==> src/sv/rsi_pkg.sv <==
// Shared types, sizes and helpers for the ray/sphere intersection pipeline.
// Used by every module of the block; depends on nothing else.
package rsi_pkg;

  // config port
  localparam int CFG_ADDR_W = 4;
  localparam int CFG_DATA_W = 32;

  // square root chain: one result bit per cell
  localparam int SQRT_N     = 52;
  localparam int SQRT_RAD_W = 2 * SQRT_N;
  localparam int SQRT_REM_W = SQRT_N + 2;

  // normal division chain: one quotient bit per cell
  localparam int DIV_N = 15;
  localparam int DIV_W = 64;
  localparam logic [DIV_N-1:0] NORM_ONE = DIV_N'(16384);

  // registered stages outside the two chains: 5 + 4 + 1 + 1
  localparam int PIPE_STAGES = 11 + 2 * SQRT_N + DIV_N;

  typedef enum logic [1:0] {
    REG_CENTER_X,
    REG_CENTER_Y,
    REG_CENTER_Z,
    REG_RADIUS
  } reg_idx_t;

  typedef struct packed {
    logic signed [31:0] center_x;
    logic signed [31:0] center_y;
    logic signed [31:0] center_z;
    logic [30:0]        radius;
  } cfg_t;

  typedef struct packed {
    logic signed [31:0] origin_x;
    logic signed [31:0] origin_y;
    logic signed [31:0] origin_z;
    logic signed [15:0] dir_x;
    logic signed [15:0] dir_y;
    logic signed [15:0] dir_z;
  } ray_t;

  typedef struct packed {
    logic               hit_flag;
    logic signed [31:0] hit_distance;
    logic signed [31:0] point_x;
    logic signed [31:0] point_y;
    logic signed [31:0] point_z;
    logic signed [15:0] normal_x;
    logic signed [15:0] normal_y;
    logic signed [15:0] normal_z;
  } hit_t;

  typedef struct packed {
    logic [SQRT_RAD_W-1:0] rad;
    logic [SQRT_REM_W-1:0] rem;
    logic [SQRT_N-1:0]     root;
  } sqrt_step_t;

  typedef struct packed {
    logic [DIV_W-1:0] rem;
    logic [DIV_W-1:0] dv;
    logic [DIV_N-1:0] q;
  } div_step_t;

  function automatic logic signed [31:0] sat32(input logic signed [63:0] x);
    logic signed [31:0] r;
    if (x > 64'sd2147483647) begin
      r = 32'sh7fffffff;
    end else if (x < -64'sd2147483648) begin
      r = 32'sh80000000;
    end else begin
      r = x[31:0];
    end
    return r;
  endfunction

endpackage

==> src/sv/rsi_div_cell.sv <==
// One registered quotient bit of the restoring divider used for the normal.
// Depends on rsi_pkg for the step struct.
module rsi_div_cell (
  input  logic               clk,
  input  rsi_pkg::div_step_t step_in,
  output rsi_pkg::div_step_t step_out
);
  import rsi_pkg::*;

  logic             fits;
  logic [DIV_W-1:0] diff;

  always_comb begin
    fits = step_in.rem >= step_in.dv;
    diff = step_in.rem - step_in.dv;
  end

  always_ff @(posedge clk) begin
    step_out.rem <= fits ? diff : step_in.rem;
    step_out.dv  <= step_in.dv >> 1;
    step_out.q   <= {step_in.q[DIV_N-2:0], fits};
  end

endmodule

==> config.mk <==
export PLATFORM = sky130hd
export DESIGN_NAME = rsi_div_cell
export DESIGN_NICKNAME = d
export VERILOG_FILES = /design/src/sv/rsi_pkg.sv /design/src/sv/rsi_div_cell.sv
export SDC_FILE = /design/constraint.sdc
export NUM_CORES = 1
export LEC_CHECK = 0
export BUFFER_PORTS_ARGS = -buffer_cell sky130_fd_sc_hd__buf_4
export CAP_MARGIN = 25
export CORE_AREA = 3 3 125 127
export DETAILED_ROUTE_END_ITERATION = 6
export DIE_AREA = 0 0 128 130
export GPL_TIMING_DRIVEN = 0
export PLACE_DENSITY = 0.92
export SETUP_SLACK_MARGIN = 0.5
export SYNTH_ARGS = -nofsm -noshare
export SYNTH_HDL_FRONTEND = slang
export SYNTH_SLANG_ARGS = --single-unit
==> constraint.sdc <==
create_clock -name clk -period 6.65 [get_ports clk]
set_clock_uncertainty 0.2 [all_clocks]
set_input_delay 0.3325 -clock clk [delete_from_list [all_inputs] [get_ports clk]]
set_output_delay 0.3325 -clock clk [all_outputs]
set_load 0.02 [all_outputs]
==> flow_summary.ini <==
[floorplanning]
dieArea_um2 = 16640
fp-row-count = 44
io_pins = 287
dieWidth_um = 128
coreArea_um2 = 14530
initial_utilization = 0.5399
die_y_um = 130

[placed_design]
hpwlAfterDp_mm = 19.72
place_ws_ns = 2.917
place_congestion = 0.9417
dp_cells = 1387
io_buffers = 284

[clocking]
clock_sinks = 142
clockBufferDepth = 2
cts.reportedPaths.clkPinSlew_ns = 0.07
post_cts.repair.setup_buffers = 0
h-tree-depth = 4
cts_buffers = 17
cts.root.buffer_cell = clkbuf_16
tritoncts = yes

[routing]
antenna_left = 0
vias = 9166
drcViolationCount = 0
drt_first_pass_iters = 7
routed_wl_mm = 31.58
via_per_inst = 5.872
routedWlPerCell_um = 20.23
drt_iter0_drc = 1023

[yosys]
ys_seq_elements = 142
async_flop_share = 0
yosysWarnings = 0
synthAdderAreaFrac = 0.1046
synthXorXnorAreaFrac = 0.06138
synthSimpleGateAreaFrac = 0.1452
synth_edf_count = 0
synth_ff_type = dfxtp_1
synth.distinct_cells = 74
synth_top_family_by_area = compound AO/OA/AOI/OAI gates
synthMuxAreaShare = 0.01993
synth-compound-area-share = 0.2368
synth_nets = 1128
syn_inst = 919
synthesis.area_um2 = 7848
synth.avg_cell_area_um2 = 8.539
synth_seq_area_share = 0.3622

[critical_path]
critPathTopFamily = compound AO/OA/AOI/OAI gates
cp_slowest_cell = dlygate4sd3_1
crit_top_cell = a21oi_1
end_kind = register
crit_buf_inv = 3
max_stage_delay_ns = 0.54
cp.required_ns = 6.78
crit_path_start_kind = primary input
critical_path_arrival_ns = 4.21
crit_fanout = 5
crit_type = in -> reg
crit_chain = dlygate4sd3_1, buf_4, inv_1, ha_1, a21o_1, a21oi_1, nand2_1, a22oi_1, a21oi_1, a31oi_1, o211ai_1, a311oi_1, xor2_1, a21oi_2

[sta]
slew_viol_final = 0
setup_slack_ns = 2.569
rsz0062_at_grt = false
finalSetupViolCount = 0
timing.fmax_ghz = 0.2451
worst-slew-pin-transition_ns = 0.6903
whs_ns = 0.01228
period_needed_ns = 4.081
finalSetupTns_ns = 0
slew_headroom = 0.5338
hold_violations = 0
period_share = 0.6136

[layout]
num-fill-cells = 764
reg_top3 = step_out x142
largest_reg_flops = 142
area_growth_pct = 55.18
fin_cells = 1561
largest_register = step_out
nets = 1569
drive_gt1_frac = 0.2935

[power]
powerDensity_nw_per_um2 = 244.3
peakVddDrop_mv = 0.2401
leakagePower_nw = 5.842

[hold_path]
hold_path.class = in -> reg

[global_route]
track_usage = 0.3680
antenna_found_initial = 2
grt_pass1_wl_mm = 48.33
grt_pass1_vias = 9236
grt_max_degree = 17
grt-ovfl-total = 0

[outcome]
status = finished, final reports clean

[job]
max-cap-violations = 0
[through the flow]
step / util / cell area (um2) / total power [mW]
final: 0.8379 / 12180 / 2.975
after global routing: 0.8376 / 12170 / 3.065
after CTS: 0.8365 / 12160 / 2.903
after detailed placement: 0.7025 / 10210 / 1.892
after global placement: 0.7025 / 10210 / 1.872
after floorplan: - / 7848 / 1.545
[cells in the final DEF (no fill, tap or decap), drive strengths merged, types with 10 or more instances in the layout]
master       count
nor3            14
a21o            32
inv             94
buf            311
o21ai           42
dfxtp          142
xor2            23
xnor2           32
mux2            13
dlygate4sd3    138
o21bai          10
clkbuf          28
nand4           18
nand2b          12
a21oi          128
nor2            84
ha              64
nand3           17
nand2           57
[layer usage]
metal  global-route usage  vias to the layer above  part of all wire
li1                     -                     4107                 -
met1               0.3927                     4207              0.35
met2               0.6568                      684              0.50
met3              0.09906                      168             0.092
met4               0.2104                        0             0.063
met5                    0                        -                 0
[power by group]
part           internal [mW]  switching (mW)  leakage [nW]
combinational          0.440           0.584          4.36
clock                  0.528           0.446         0.280
sequential             0.945          0.0321          1.20
total                   1.91            1.06          5.84
[final cells by class]
class	count	area [um2]	share of cell area
buffer	38	225.2	0.01849
antenna	4	10.01	0.0008219
clock buffer	17	425.4	0.03493
tap	184	230.2	0.01890
inverter	85	319.1	0.02620
timing repair buffer	422	3513	0.2885
multi-input combinational	654	4461	0.3663
sequential	142	2843	0.2334
clock inverter	15	151.4	0.01243
[repair_timing]
item                                    4_1_cts  5_1_grt
endpoints found under the hold margin       137        1
resized for setup                             0        0
hold buffers                                137        1
endpoints found under the setup margin        0        0
[cells in the mapped netlist, drive strengths merged, types with 9 or more instances]
library cell	instances	share of area
nor3	14	0.010
xnor2	32	0.036
a211oi	9	0.011
nand2	57	0.027
nand2b	12	0.0096
clkbuf	11	0.0054
dfxtp	142	0.36
mux2	13	0.019
a21oi	128	0.096
o21bai	10	0.0096
a21o	32	0.031
o21ai	42	0.027
buf	27	0.023
nor2	84	0.040
xor2	23	0.026
nand4	18	0.014
o211ai	9	0.0086
nand3	17	0.011
inv	85	0.041
ha	64	0.10
[path summary, 6_finish.rpt]
check	start	to	slack [ns]	cells past startpoint
worst max-delay path	step_in[19]	step_out[137]$_DFF_P_	2.57	14
worst min-delay path	step_in[123]	step_out[123]$_DFF_P_	0.01	3
[cells by family after synthesis]
kind of cell	Yosys count
buf+inv	123
flops	142
fa+ha+maj	65
xor+xnor	55
mux	14
other cells	1
compound gates	281
simple gates	238
Note: power is estimated with default switching activity, not from simulation.
