### config.mk
export PLATFORM = sky130hd
export DESIGN_NAME = rsi_cfg
export DESIGN_NICKNAME = d
export VERILOG_FILES = /design/src/sv/rsi_pkg.sv /design/src/sv/rsi_cfg.sv
export SDC_FILE = /design/constraint.sdc
export NUM_CORES = 1
export LEC_CHECK = 0
export BUFFER_PORTS_ARGS = -buffer_cell sky130_fd_sc_hd__buf_2
export CORE_UTILIZATION = 50
export CTS_BUF_LIST = sky130_fd_sc_hd__clkbuf_16
export DETAILED_ROUTE_END_ITERATION = 12
export PLACE_DENSITY = 0.8
export SYNTH_ARGS = -nofsm -noshare
export SYNTH_HDL_FRONTEND = slang
export SYNTH_SLANG_ARGS = --single-unit
export TNS_END_PERCENT = 50
### constraint.sdc
create_clock -name clk -period 2.7 [get_ports clk]
set_clock_uncertainty 0.2 [all_clocks]
set_input_delay 0.405 -clock clk [delete_from_list [all_inputs] [get_ports clk]]
set_output_delay 0.405 -clock clk [all_outputs]
set_load 0.005 [all_outputs]
### src/sv/rsi_pkg.sv
// Shared types, sizes and helpers for the ray/sphere intersection pipeline.
// Used by every module of the block; depends on nothing else.
package rsi_pkg;

  // config port
  localparam int CFG_ADDR_W = 4;
  localparam int CFG_DATA_W = 32;

  // square root chain: one result bit per cell
  localparam int SQRT_N     = 52;
  localparam int SQRT_RAD_W = 2 * SQRT_N;
  localparam int SQRT_REM_W = SQRT_N + 2;

  // normal division chain: one quotient bit per cell
  localparam int DIV_N = 15;
  localparam int DIV_W = 64;
  localparam logic [DIV_N-1:0] NORM_ONE = DIV_N'(16384);

  // registered stages outside the two chains: 5 + 4 + 1 + 1
  localparam int PIPE_STAGES = 11 + 2 * SQRT_N + DIV_N;

  typedef enum logic [1:0] {
    REG_CENTER_X,
    REG_CENTER_Y,
    REG_CENTER_Z,
    REG_RADIUS
  } reg_idx_t;

  typedef struct packed {
    logic signed [31:0] center_x;
    logic signed [31:0] center_y;
    logic signed [31:0] center_z;
    logic [30:0]        radius;
  } cfg_t;

  typedef struct packed {
    logic signed [31:0] origin_x;
    logic signed [31:0] origin_y;
    logic signed [31:0] origin_z;
    logic signed [15:0] dir_x;
    logic signed [15:0] dir_y;
    logic signed [15:0] dir_z;
  } ray_t;

  typedef struct packed {
    logic               hit_flag;
    logic signed [31:0] hit_distance;
    logic signed [31:0] point_x;
    logic signed [31:0] point_y;
    logic signed [31:0] point_z;
    logic signed [15:0] normal_x;
    logic signed [15:0] normal_y;
    logic signed [15:0] normal_z;
  } hit_t;

  typedef struct packed {
    logic [SQRT_RAD_W-1:0] rad;
    logic [SQRT_REM_W-1:0] rem;
    logic [SQRT_N-1:0]     root;
  } sqrt_step_t;

  typedef struct packed {
    logic [DIV_W-1:0] rem;
    logic [DIV_W-1:0] dv;
    logic [DIV_N-1:0] q;
  } div_step_t;

  function automatic logic signed [31:0] sat32(input logic signed [63:0] x);
    logic signed [31:0] r;
    if (x > 64'sd2147483647) begin
      r = 32'sh7fffffff;
    end else if (x < -64'sd2147483648) begin
      r = 32'sh80000000;
    end else begin
      r = x[31:0];
    end
    return r;
  endfunction

endpackage

### src/sv/rsi_cfg.sv
// Sphere register file behind the APB-style port.
// Depends on rsi_pkg for the register map and the config struct.
module rsi_cfg (
  input  logic                           clk,
  input  logic                           rst,
  input  logic                           psel,
  input  logic                           penable,
  input  logic                           pwrite,
  input  logic [rsi_pkg::CFG_ADDR_W-1:0] paddr,
  input  logic [rsi_pkg::CFG_DATA_W-1:0] pwdata,
  output logic [rsi_pkg::CFG_DATA_W-1:0] prdata,
  output logic                           pready,
  output rsi_pkg::cfg_t                  cfg
);
  import rsi_pkg::*;

  reg_idx_t idx;
  logic     wr;

  assign pready = 1'b1;
  assign idx    = reg_idx_t'(paddr[CFG_ADDR_W-1:2]);
  assign wr     = psel & penable & pwrite;

  always_ff @(posedge clk) begin
    if (rst) begin
      cfg <= '0;
    end else if (wr) begin
      case (idx)
        REG_CENTER_X: cfg.center_x <= pwdata;
        REG_CENTER_Y: cfg.center_y <= pwdata;
        REG_CENTER_Z: cfg.center_z <= pwdata;
        REG_RADIUS:   cfg.radius   <= pwdata[30:0];
        default:      cfg          <= cfg;
      endcase
    end
  end

  always_comb begin
    case (idx)
      REG_CENTER_X: prdata = cfg.center_x;
      REG_CENTER_Y: prdata = cfg.center_y;
      REG_CENTER_Z: prdata = cfg.center_z;
      REG_RADIUS:   prdata = {1'b0, cfg.radius};
      default:      prdata = '0;
    endcase
  end

endmodule

==> results.yml <==
yosys:
  synth_cells: 496
  synth-seq-cells: 127
  netlist.top_cell.by_area: "dfxtp_1"
  post_synth_instance_area_sq_mm: 0.00587
  synth_top_area_share_pct: 43.3
  syn_nets: 537
  total_of_warnings_raised_by_yosys: 0
  post_synth_num_cell_types: 20
  syn_avg_cell_area_sq_um: 11.8
  ys_top_cells_by_area: "dfxtp_1 (43%), mux2i_1 (22%), nand2b_1 (17%), mux4_2 (12%), buf_4 (1.7%)"
  synth_sequential_area_ratio_pct: 43.3
cts:
  post_cts.resized_instances: 0
  holdBufCountCts: 0
  cts_made_buffers: 17
  clk_pin_slew_ps: 50
  cts_tree: "yes"
  htree_levels: 4
  cts.sink_count: 127
  cts_post_setup_buffers_inserted: 0
  cts.path.max_buffers: 2
  worstSkewPairLatency_ps: 390
  clk_root_buffer_cell: "clkbuf_16"
global_route:
  grt_start_max_net_pins: 160
  grt_pass1_wl_um: 21500
  globalRouteTotalUtil_pct: 23.1
  grt_overflow_total: 0
  grt_pass1_vias: 4201
  antenna_found_initial: 0
setup_path:
  timing.critical_path.required_ps: 2100
  reg2reg_slack_ps: 1800
  critPathKind: "input port to output port"
  cp_data_arrival_time_ps: 1840
  timing.critical_path.slowest_cell_delay_ps: 560
  critical_path.cell_chain: "buf_2, buf_4, mux4_2, buf_2"
  path_delay_family: "buffers and inverters"
  worstPathMaxFanout: 24
  crit_buf_inv: 3
  worst_path_max_delay_cell: "buf_2"
  worst_setup_path_start_kind: "input port"
  cp_common_cell: "buf_2"
  worstSetupEndpointType: "output port"
power:
  p_clk_share_pct: 50.3
  post-layout-total-power_mw: 4.42
  share_comb_of_total_power_pct: 6.3
  p_seq_share_pct: 43.4
  leakagePower_nw: 3.89
  total_power_density_per_cell_area_mw_per_mm2: 592
  worst_ir_drop_vdd_uv: 375
  switching_share_pct: 21.4
  p_int_mw: 3.47
  netSwitchingPower_uw: 947
die:
  core_region_area_sq_mm: 0.0114
  die-height_um: 110
  die_w_um: 110
  std_cell_rows: 39
  fp.dieArea_sq_mm: 0.0122
  ios: 201
  initial_cell_density_of_the_core_pct: 51.4
placement:
  portBuffers: 197
  place.detailed.hpwl_um: 9530
  dp_cells: 807
  gp_congestion: 0.751
  minimum_setup_slack_after_placement_ps: 226
cells_and_area:
  top_register: "cfg"
  layout.cells.non_filler: 839
  register_area_sq_mm: 0.00254
  final_cell_mix: "buf_2 (197), nand2b_1 (159), mux2i_1 (128)"
  fillerInstances: 901
  final_net_count: 724
  antennaDiodeCount: 0
  largest_register_ffs: 127
  multi_input_area_sq_mm: 0.00307
  final_common_cell: "buf_2"
  top_regs: "cfg: 127 flops"
  syn2layout_area_growth_pct: 27.4
  post_route_cells_drive_above_1_share_pct: 38.9
detailed_routing:
  drt_iter0_markers: 190
  first_pass_iters: 4
  routed_wire_length_per_instance_um: 16.7
  routed-via-count: 4431
  remaining_drc_errors: 0
  detail-route-antenna-nets: 0
  detail_route.vias_per_cell: 5.28
  wirelength_um: 14000
timing:
  final.setup.worst_slack_ps: 254
  finalHoldViolations: 0
  max-slew-margin-rel_pct: 51.7
  setup_repair_after_global_routing_missed_its_margin: "no"
  setup_viol: 0
  share_of_the_cycle_needed_by_the_critical_path_after_routing_pct: 90.6
  final.setup.tns_ps: 0
  achievable-frequency_mhz: 409
  timing.final.max_slew_violations: 0
  final_period_minus_worst_setup_slack_ps: 2450
  worst_slew_pin_slew_ps: 724
run:
  maxCapViolCount: 0
outcome:
  run_status: "completed"
hold_path:
  worst_hold_path_type: "input port to register"
Yosys cell counts:
library cell	number
nand2_2	1
nand3_2	1
and2b_1	1
buf_4	13
buf_2	1
conb_1	1
nor3_2	1
mux4_2	31
dfxtp_1	127
nand3_1	1
buf_6	8
clkbuf_1	17
nor3b_2	1
nand2b_1	159
mux2i_1	128
nand3b_2	1
and3_1	1
o21ai_0	1
or3_4	1
nand2_1	1
per-stage QoR:
step,instance area (sq um),util (%),hold WS (ps)
after floorplan,5870,-,275
after global placement,6890,60.4,267
after detailed placement,6890,60.4,276
after CTS,7470,65.5,139
after global routing,7470,65.5,162
final,7470,65.5,150
worst reg2reg max path, cell delays in order, from the launching register on:
cell and delay, ps:
dfxtp_1 370, nand2b_1 80, mux2i_1 160
area by class of cell:
cell class | instances | share of cell area (%)
Clock inverter | 15 | 2.08
Tap cell | 143 | 2.39
Clock buffer | 17 | 5.69
Timing Repair Buffer | 207 | 14.7
Sequential cell | 127 | 34.0
Multi-Input combinational cell | 330 | 41.1
path summary, 6_finish.rpt:
path                   start         to  cells after the start
setup / recovery    paddr[3]  prdata[9]                      4
hold / removal    pwdata[10]    cfg[41]                      3
setup reg to reg    cfg[109]   cfg[109]                      2
hold reg to reg      cfg[89]    cfg[89]                      2
layer usage:
layer / routed length, um / vias up / track usage, %
met5: 0 / - / 0
met2: 6870 / 155 / 38.6
met3: 682 / 14 / 4.76
met1: 6320 / 2170 / 30.2
li1: - / 2092 / -
met4: 162 / 0 / 6.48
power groups by stage:
stage               Clock (mW)  Combinational [mW]  Sequential [mW]
floorplan                    0               0.188             1.96
global placement             0               0.272             1.96
detailed placement           0               0.280             1.96
CTS                       2.26               0.282             1.92
global route              2.36               0.304             1.92
finish                    2.22               0.279             1.92
cells by family after synthesis:
family                 Yosys count  synth area share, %
AO/OA/AOI/OAI                    1               0.0852
buffers and inverters           39                 4.37
flip-flops                     127                 43.3
multiplexers                   159                 33.7
other                            1               0.0639
AND/OR/NAND/NOR                169                 18.4
No activity file was read; power rests on OpenSTA's default activity.
